$ cat config.mk
export PLATFORM = sky130hd
export DESIGN_NAME = infix_to_postfix_converter_unit_flat
export DESIGN_NICKNAME = d
export VERILOG_FILES = /design/src/rtl/core/itp_pkg.sv /design/src/rtl/core/itp_if.sv /design/src/rtl/core/infix_to_postfix_converter_unit.sv /design/src/flat_wrapper.sv
export SDC_FILE = /design/constraint.sdc
export NUM_CORES = 1
export LEC_CHECK = 0
export CAP_MARGIN = 15
export CORE_MARGIN = 1
export CORE_UTILIZATION = 35
export CTS_CLUSTER_SIZE = 8
export DETAILED_ROUTE_END_ITERATION = 10
export DONT_BUFFER_PORTS = 1
export PLACE_DENSITY = 0.48
export SLEW_MARGIN = 20
export SYNTH_ARGS = -nofsm -noshare
export SYNTH_HDL_FRONTEND = slang
export SYNTH_SLANG_ARGS = --single-unit
$ cat constraint.sdc
create_clock -name clk -period 5.15 [get_ports clk]
set_input_delay 0.7725 -clock clk [delete_from_list [all_inputs] [get_ports clk]]
set_output_delay 0.7725 -clock clk [all_outputs]
set_load 0.02 [all_outputs]
$ cat src/rtl/core/itp_pkg.sv
`default_nettype none
// ----------------------------------------------------------------------------
// itp_pkg
// Shared types, constants and helpers of the infix to postfix converter.
// ----------------------------------------------------------------------------
package itp_pkg;

  localparam int STACK_DEPTH = 32;
  localparam int DEPTH_W     = $clog2(STACK_DEPTH + 1);
  localparam int ADDR_W      = $clog2(STACK_DEPTH);

  localparam logic [7:0] CH_MUL   = 8'h2A;
  localparam logic [7:0] CH_DIV   = 8'h2F;
  localparam logic [7:0] CH_ADD   = 8'h2B;
  localparam logic [7:0] CH_SUB   = 8'h2D;
  localparam logic [7:0] CH_OPEN  = 8'h28;
  localparam logic [7:0] CH_CLOSE = 8'h29;

  typedef enum logic [2:0] {
    OPC_NONE = 3'd0,
    OPC_OPEN = 3'd1,
    OPC_ADD  = 3'd2,
    OPC_SUB  = 3'd3,
    OPC_MUL  = 3'd4,
    OPC_DIV  = 3'd5
  } opc_t;

  typedef enum logic [1:0] {
    ST_OK              = 2'd0,
    ST_OVERFLOW        = 2'd1,
    ST_UNMATCHED_CLOSE = 2'd2,
    ST_UNMATCHED_OPEN  = 2'd3
  } status_t;

  typedef enum logic [2:0] {
    KIND_ALNUM,
    KIND_OP,
    KIND_OPEN,
    KIND_CLOSE,
    KIND_OTHER
  } kind_t;

  typedef enum logic [1:0] {
    S_IDLE,
    S_WORK,
    S_END
  } state_t;

  function automatic opc_t char_opc(input logic [7:0] c);
    opc_t r;
    r = OPC_NONE;
    if (c == CH_ADD) r = OPC_ADD;
    else if (c == CH_SUB) r = OPC_SUB;
    else if (c == CH_MUL) r = OPC_MUL;
    else if (c == CH_DIV) r = OPC_DIV;
    return r;
  endfunction

  function automatic kind_t classify(input logic [7:0] c);
    kind_t k;
    k = KIND_OTHER;
    if ((c >= 8'h30 && c <= 8'h39) || (c >= 8'h41 && c <= 8'h5A) ||
        (c >= 8'h61 && c <= 8'h7A)) k = KIND_ALNUM;
    else if (char_opc(c) != OPC_NONE) k = KIND_OP;
    else if (c == CH_OPEN) k = KIND_OPEN;
    else if (c == CH_CLOSE) k = KIND_CLOSE;
    return k;
  endfunction

  function automatic logic is_op(input opc_t o);
    return (o == OPC_ADD) || (o == OPC_SUB) || (o == OPC_MUL) || (o == OPC_DIV);
  endfunction

  function automatic logic [1:0] prec(input opc_t o);
    logic [1:0] p;
    p = 2'd0;
    if (o == OPC_MUL || o == OPC_DIV) p = 2'd2;
    else if (o == OPC_ADD || o == OPC_SUB) p = 2'd1;
    return p;
  endfunction

  function automatic logic [7:0] opc_char(input opc_t o);
    logic [7:0] c;
    case (o)
      OPC_OPEN: c = CH_OPEN;
      OPC_ADD:  c = CH_ADD;
      OPC_SUB:  c = CH_SUB;
      OPC_MUL:  c = CH_MUL;
      OPC_DIV:  c = CH_DIV;
      default:  c = 8'd0;
    endcase
    return c;
  endfunction

endpackage
`default_nettype wire

$ cat src/rtl/core/itp_if.sv
`default_nettype none
// ----------------------------------------------------------------------------
// itp channel interfaces
// Valid/ready channels for input characters and postfix results.
// ----------------------------------------------------------------------------
interface itp_in_if;
  logic       valid;
  logic       ready;
  logic [7:0] ch;
  logic       end_of_expression;

  modport source (output valid, output ch, output end_of_expression, input ready);
  modport sink   (input valid, input ch, input end_of_expression, output ready);
endinterface

interface itp_out_if;
  logic                    valid;
  logic                    ready;
  logic [7:0]              out_char;
  logic                    terminator;
  itp_pkg::status_t        status;
  logic                    last;

  modport source (output valid, output out_char, output terminator, output status,
                  output last, input ready);
  modport sink   (input valid, input out_char, input terminator, input status,
                  input last, output ready);
endinterface
`default_nettype wire

$ cat src/rtl/core/infix_to_postfix_converter_unit.sv
`default_nettype none
// ----------------------------------------------------------------------------
// infix_to_postfix_converter_unit
// Shunting-yard infix to postfix conversion over an operator stack in RAM.
// ----------------------------------------------------------------------------
// a taken character is registered, then its first result is registered
// a new character is taken only when idle, after all pops for the last one;
//   an end mark also pops every remaining entry and then gives the terminator
// the stack ram has two registered read ports kept on the top two entries
// reset clears the stack depth and output valid; ram contents stay as they are
// ----------------------------------------------------------------------------
module infix_to_postfix_converter_unit (
  input  wire logic       clk,
  input  wire logic       rst_n,
  itp_in_if.sink          in_ch,
  itp_out_if.source       out_ch
);

  localparam int DW = itp_pkg::DEPTH_W;
  localparam int AW = itp_pkg::ADDR_W;

  itp_pkg::state_t state_r, state_nxt;
  logic [DW-1:0]   depth_r, depth_nxt;
  logic [7:0]      ch_r;
  logic            eoe_r;
  logic            open_left_r, open_left_nxt;

  itp_pkg::opc_t   stack_mem [itp_pkg::STACK_DEPTH];
  itp_pkg::opc_t   rd1_r, rd2_r;
  logic            we;
  itp_pkg::opc_t   wdata;
  logic [AW-1:0]   waddr;
  logic [AW-1:0]   rd1_addr, rd2_addr;

  logic             out_valid_r;
  logic [7:0]       out_char_r;
  logic             out_term_r;
  itp_pkg::status_t out_status_r;
  logic             out_last_r;

  logic             emit;
  logic [7:0]       e_char;
  logic             e_term;
  itp_pkg::status_t e_status;
  logic             e_last;

  itp_pkg::kind_t  kind;
  itp_pkg::opc_t   code;
  logic            can_emit;
  logic            has_top, has_sec, full;
  logic            op_pop, op_more, close_pop;
  itp_pkg::state_t fin_state;
  logic            in_acc;

  assign in_acc    = in_ch.valid && in_ch.ready;
  assign can_emit  = !out_valid_r || out_ch.ready;
  assign kind      = itp_pkg::classify(ch_r);
  assign code      = itp_pkg::char_opc(ch_r);
  assign has_top   = depth_r != '0;
  assign has_sec   = depth_r >= DW'(2);
  assign full      = depth_r == DW'(itp_pkg::STACK_DEPTH);
  assign op_pop    = has_top && itp_pkg::is_op(rd1_r) &&
                     (itp_pkg::prec(rd1_r) >= itp_pkg::prec(code));
  assign op_more   = has_sec && itp_pkg::is_op(rd2_r) &&
                     (itp_pkg::prec(rd2_r) >= itp_pkg::prec(code));
  assign close_pop = has_top && (rd1_r != itp_pkg::OPC_OPEN);
  assign fin_state = eoe_r ? itp_pkg::S_END : itp_pkg::S_IDLE;

  // next state
  always_comb begin
    state_nxt = state_r;
    unique case (state_r)
      itp_pkg::S_IDLE: begin
        if (in_acc) state_nxt = itp_pkg::S_WORK;
      end
      itp_pkg::S_WORK: begin
        case (kind)
          itp_pkg::KIND_ALNUM: begin
            if (can_emit) state_nxt = fin_state;
          end
          itp_pkg::KIND_OP: begin
            if (!op_pop && (!full || can_emit)) state_nxt = fin_state;
          end
          itp_pkg::KIND_OPEN: begin
            if (!full || can_emit) state_nxt = fin_state;
          end
          itp_pkg::KIND_CLOSE: begin
            if (!close_pop && (has_top || can_emit)) state_nxt = fin_state;
          end
          default: state_nxt = fin_state;
        endcase
      end
      itp_pkg::S_END: begin
        if (!has_top && can_emit) state_nxt = itp_pkg::S_IDLE;
      end
      default: state_nxt = itp_pkg::S_IDLE;
    endcase
  end

  // datapath and result selection
  always_comb begin
    emit          = 1'b0;
    e_char        = 8'd0;
    e_term        = 1'b0;
    e_status      = itp_pkg::ST_OK;
    e_last        = 1'b0;
    depth_nxt     = depth_r;
    we            = 1'b0;
    wdata         = code;
    open_left_nxt = open_left_r;
    unique case (state_r)
      itp_pkg::S_IDLE: begin
        if (in_acc) open_left_nxt = 1'b0;
      end
      itp_pkg::S_WORK: begin
        case (kind) inside
          itp_pkg::KIND_ALNUM: begin
            emit   = 1'b1;
            e_char = ch_r;
            e_last = !eoe_r;
          end
          itp_pkg::KIND_OP, itp_pkg::KIND_OPEN: begin
            if (kind == itp_pkg::KIND_OP && op_pop) begin
              emit   = 1'b1;
              e_char = itp_pkg::opc_char(rd1_r);
              e_last = !eoe_r && !op_more;
              if (can_emit) depth_nxt = depth_r - DW'(1);
            end else if (!full) begin
              we        = 1'b1;
              wdata     = (kind == itp_pkg::KIND_OP) ? code : itp_pkg::OPC_OPEN;
              depth_nxt = depth_r + DW'(1);
            end else begin
              emit     = 1'b1;
              e_status = itp_pkg::ST_OVERFLOW;
              e_last   = !eoe_r;
            end
          end
          itp_pkg::KIND_CLOSE: begin
            if (close_pop) begin
              emit   = 1'b1;
              e_char = itp_pkg::opc_char(rd1_r);
              e_last = !eoe_r && has_sec && (rd2_r == itp_pkg::OPC_OPEN);
              if (can_emit) depth_nxt = depth_r - DW'(1);
            end else if (has_top) begin
              depth_nxt = depth_r - DW'(1);
            end else begin
              emit     = 1'b1;
              e_status = itp_pkg::ST_UNMATCHED_CLOSE;
              e_last   = !eoe_r;
            end
          end
          default: ;
        endcase
      end
      itp_pkg::S_END: begin
        if (has_top) begin
          if (rd1_r == itp_pkg::OPC_OPEN) begin
            open_left_nxt = 1'b1;
            depth_nxt     = depth_r - DW'(1);
          end else begin
            emit   = 1'b1;
            e_char = itp_pkg::opc_char(rd1_r);
            if (can_emit) depth_nxt = depth_r - DW'(1);
          end
        end else begin
          emit     = 1'b1;
          e_term   = 1'b1;
          e_status = open_left_r ? itp_pkg::ST_UNMATCHED_OPEN : itp_pkg::ST_OK;
          e_last   = 1'b1;
        end
      end
      default: ;
    endcase
  end

  // read ports track the top two entries of the next depth
  assign rd1_addr = depth_nxt[AW-1:0] - AW'(1);
  assign rd2_addr = depth_nxt[AW-1:0] - AW'(2);
  assign waddr    = depth_r[AW-1:0];

  always_ff @(posedge clk) begin
    if (we) stack_mem[waddr] <= wdata;
    rd1_r <= (we && waddr == rd1_addr) ? wdata : stack_mem[rd1_addr];
    rd2_r <= (we && waddr == rd2_addr) ? wdata : stack_mem[rd2_addr];
  end

  always_ff @(posedge clk) begin
    if (!rst_n) begin
      state_r     <= itp_pkg::S_IDLE;
      depth_r     <= '0;
      open_left_r <= 1'b0;
      out_valid_r <= 1'b0;
    end else begin
      state_r     <= state_nxt;
      depth_r     <= depth_nxt;
      open_left_r <= open_left_nxt;
      if (can_emit) out_valid_r <= emit;
    end
  end

  always_ff @(posedge clk) begin
    if (in_acc) begin
      ch_r  <= in_ch.ch;
      eoe_r <= in_ch.end_of_expression;
    end
    if (emit && can_emit) begin
      out_char_r   <= e_char;
      out_term_r   <= e_term;
      out_status_r <= e_status;
      out_last_r   <= e_last;
    end
  end

  assign in_ch.ready       = state_r == itp_pkg::S_IDLE;
  assign out_ch.valid      = out_valid_r;
  assign out_ch.out_char   = out_char_r;
  assign out_ch.terminator = out_term_r;
  assign out_ch.status     = out_status_r;
  assign out_ch.last       = out_last_r;

endmodule
`default_nettype wire

$ cat src/flat_wrapper.sv
// flat-port wrapper written by rule: the top's interface ports become plain ports
module infix_to_postfix_converter_unit_flat 
  (clk, rst_n, in_ch_valid, in_ch_ch, in_ch_end_of_expression, in_ch_ready, out_ch_valid, out_ch_out_char, out_ch_terminator, out_ch_status, out_ch_last, out_ch_ready);
  itp_in_if in_ch_i ();
  itp_out_if out_ch_i ();
  input  wire logic clk;
  input  wire logic rst_n;
  input wire logic [$bits(in_ch_i.valid)-1:0] in_ch_valid;
  input wire logic [$bits(in_ch_i.ch)-1:0] in_ch_ch;
  input wire logic [$bits(in_ch_i.end_of_expression)-1:0] in_ch_end_of_expression;
  output wire logic [$bits(in_ch_i.ready)-1:0] in_ch_ready;
  output wire logic [$bits(out_ch_i.valid)-1:0] out_ch_valid;
  output wire logic [$bits(out_ch_i.out_char)-1:0] out_ch_out_char;
  output wire logic [$bits(out_ch_i.terminator)-1:0] out_ch_terminator;
  output wire logic [$bits(out_ch_i.status)-1:0] out_ch_status;
  output wire logic [$bits(out_ch_i.last)-1:0] out_ch_last;
  input wire logic [$bits(out_ch_i.ready)-1:0] out_ch_ready;
  assign in_ch_i.valid = in_ch_valid;
  assign in_ch_i.ch = in_ch_ch;
  assign in_ch_i.end_of_expression = in_ch_end_of_expression;
  assign in_ch_ready = in_ch_i.ready;
  assign out_ch_valid = out_ch_i.valid;
  assign out_ch_out_char = out_ch_i.out_char;
  assign out_ch_terminator = out_ch_i.terminator;
  assign out_ch_status = out_ch_i.status;
  assign out_ch_last = out_ch_i.last;
  assign out_ch_i.ready = out_ch_ready;
  infix_to_postfix_converter_unit u_core (.clk(clk), .rst_n(rst_n), .in_ch(in_ch_i), .out_ch(out_ch_i));
endmodule
==> results.json <==
{
  "power_density_nw_per_um2": 275,
  "drive_gt1_frac": 0.177,
  "final_max_slew_viol_count": 0,
  "cp.depth": 23,
  "synth_ff_type": "edfxtp_1",
  "cts_root_buf": "clkbuf_16",
  "path_common_cell": "buf_4",
  "path_cells": "nor2b_1, buf_4, a22oi_1, nand2_1, o22ai_1, a211oi_4, buf_4, nand2b_1, inv_1, ha_1, a21oi_1, or3_1, buf_4, nor2_2, buf_4, a21oi_1, mux2i_1, o2111ai_2, a221oi_1, a21oi_1, mux4_2, o22ai_1, nor4_2",
  "path_buf_inv": 5,
  "core_area_sq_um": 22100,
  "grt_max_degree": 33,
  "dp_cells": 1001,
  "hold_class": "in2reg",
  "crit_family": "compound AO/OA/AOI/OAI gates",
  "relSlewSlack": 0.417,
  "tns_ns": 0,
  "tritoncts": "yes",
  "num_vias": 5958,
  "num_io_pins": 27,
  "vias_per_cell": 5.75,
  "ys_seq_area_frac": 0.484,
  "synth_edf_count": 117,
  "pre_cts_ws_ns": -0.0294,
  "rows": 54,
  "clk_latency_ns": 0.42,
  "overflow": 0,
  "area_growth_syn_to_layout_pct": 15.0,
  "grt_pass1_wl_um": 36100,
  "reg2reg_depth": 23,
  "dp_hpwl_um": 17400,
  "fin_cells": 1036,
  "syn-num-nets": 732,
  "wirelength_um": 23700,
  "synth_area_sq_um": 8010,
  "ant_nets": 0,
  "cts_buffer_depth": 2,
  "dieHeight_um": 153,
  "drc_errors": 0,
  "cp_max_fo": 8,
  "status": "finished clean",
  "worstPathArrival_ns": 5.25,
  "finalCritPeriodShare": 0.961,
  "setup_slack_ns": 0.200,
  "firstDrtPassIters": 5,
  "grt_pass1_vias": 5837,
  "numCtsBuffers": 17,
  "start_util": 0.362,
  "fmax_mhz": 202,
  "avgSynthCellArea_sq_um": 11.4,
  "rsz0062_at_grt": "true",
  "clock-sinks": 135,
  "finalHoldViolCount": 0,
  "worst_clock_skew_ns": 0.0135,
  "port_buffers": 0,
  "path_clk_slew_ns": 0.06,
  "max_stage_delay_ns": 0.52,
  "ir_drop_v": 0.000185,
  "hold_buffers": 0,
  "die_area_sq_um": 23500,
  "async_reset_ff_frac": 0,
  "antenna_cells": 0,
  "cp_slowest_cell": "a221oi_1",
  "die_w_um": 153,
  "hold_depth": 0,
  "place.gp.congestion": 0.923,
  "p_leak_nw": 3.81,
  "syn_inst": 705,
  "critical_path.endpoint_type": "flip-flop",
  "drt-initial-drc-count": 559,
  "synth.distinct_cells": 74,
  "startpoint_type": "flip-flop",
  "fin_nets": 771,
  "p_total_mw": 2.53,
  "wl_per_cell_um": 22.9,
  "cap_violations": 0,
  "max_slew.worst_pin.slew_ns": 0.866,
  "grtUsageTotal": 0.205,
  "htree_num_levels": 4,
  "setup_viol": 0,
  "ys_seq_elements": 135,
  "crit_type": "reg2reg",
  "crit_required_ns": 5.45,
  "period_needed_ns": 4.95,
  "yosysWarnings": 0,
  "antenna_found_initial": 0
}
[cells in the mapped netlist (all sizes together), types with 3 or more instances]
cell / count / area (sq um)
a221oi: 5 / 43.8
mux2: 3 / 33.8
and4: 3 / 31.3
nand4: 5 / 31.3
clkbuf: 13 / 48.8
a2111o: 4 / 45.0
nand2: 40 / 150
or3: 5 / 31.3
nand2b: 13 / 81.3
nor3: 13 / 91.3
inv: 17 / 63.8
o21ai: 14 / 70.1
nor2b: 16 / 100
and2: 12 / 77.6
nor2: 66 / 253
buf: 29 / 238
nor4: 5 / 37.5
a21oi: 52 / 260
o211ai: 3 / 22.5
a21o: 4 / 30.0
o2111ai: 3 / 32.5
ha: 14 / 175
nand3b: 3 / 22.5
mux4: 11 / 248
o31ai: 7 / 57.6
a22oi: 16 / 120
nor4b: 4 / 35.0
nand3: 17 / 90.1
and3: 5 / 31.3
a211oi: 10 / 100
nor3b: 4 / 30.0
edfxtp: 117 / 3510
mux2i: 100 / 1000
xnor2: 6 / 60.1
a31oi: 7 / 65.1
dfxtp: 18 / 360
o31a: 4 / 35.0
o22ai: 9 / 56.3
[cells by family (layout without fill, tap and decap cells)]
kind of cell,count (synthesis),in the layout,share of synthesized area
AOI/OAI and AO/OA,154,154,0.136
muxes,114,114,0.160
DFF,135,135,0.484
and+or+nand+nor,218,219,0.143
buffers and inverters,61,111,0.0447
xor gates and xnor gates,8,8,0.00969
other,1,1,0.000468
adders and majority gates,14,14,0.0219
[layer usage]
layer | share of wire | track usage | up-vias
li1 | - | - | 2779
met1 | 0.47 | 0.286 | 2940
met2 | 0.45 | 0.312 | 205
met3 | 0.050 | 0.0388 | 34
met4 | 0.027 | 0.0827 | 0
met5 | 0 | 0 | -
[power breakdown]
part | switching, mW | internal [mW] | total [mW] | leakage (nW)
registers | 0.0148 | 1.19 | 1.21 | 1.29
logic | 0.0941 | 0.0500 | 0.144 | 2.25
clock network | 0.474 | 0.707 | 1.18 | 0.271
total | 0.583 | 1.95 | 2.53 | 3.81
[layout make-up]
type / instances / area [sq um]
inverter: 19 / 75.1
multi-input combinational: 510 / 3820
sequential: 135 / 3870
fill: 2046 / 12900
clock inverter: 13 / 133
timing repair buffer: 61 / 524
clock buffer: 18 / 429
tap: 280 / 350
[per-stage QoR]
step	hold WS, ns	utilization	cell area [sq um]
after floorplan	0.481	-	8010
after global placement	0.500	0.387	8560
after detailed placement	0.518	0.387	8560
after CTS	0.424	0.413	9130
after global routing	0.429	0.417	9210
final	0.446	0.417	9210
[cell usage in the layout, fill, tap and decap left out, types with 14 or more instances in the layout]
master and instances:
edfxtp_1 117, mux2i_1 99, nor2_1 62, buf_4 55
a21oi_1 51, nand2_1 40, dfxtp_1 17, clkbuf_16 17
inv_1 16, nor2b_1 16, a22oi_1 16, nand3_1 16
o21ai_0 14, ha_1 14
[sequential cells by signal (all words and copies together) (netlist names), named ones only]
| register | flops |
|---|---|
| u_core.out_ch.out_char | 8 |
| u_core.out_ch.status | 2 |
| u_core.out_ch.last | 1 |
| u_core.out_ch.valid | 1 |
| u_core.depth_r | 6 |
| u_core.ch_r | 8 |
| u_core.out_ch.terminator | 1 |
| u_core.open_left_r | 1 |
| u_core.eoe_r | 1 |
| u_core.stack_mem | 96 |
| u_core.state_r | 2 |
| u_core.rd2_r | 3 |
[path summary, 6_finish.rpt]
check / slack, ns / endpoint / startpoint
worst min register to register: 0.53 / u_core.open_left_r$_SDFFE_PN0P_ / u_core.open_left_r$_SDFFE_PN0P_
worst max-delay path: 0.20 / u_core.rd2_r[1]$_DFF_P_ / flip-flop
worst max register to register: 0.20 / u_core.rd2_r[1]$_DFF_P_ / flip-flop
worst min-delay path: 0.45 / u_core.eoe_r$_DFFE_PP_ / in_ch_end_of_expression
[repair_timing]
item | CTS | global route
gates cloned | 0 | 1
gates resized for setup | 0 | 9
endpoints found under the setup margin | 3 | 3
pin swaps | 1 | 2
buffers inserted | 1 | 2
No activity file was read; power rests on OpenSTA's default activity.
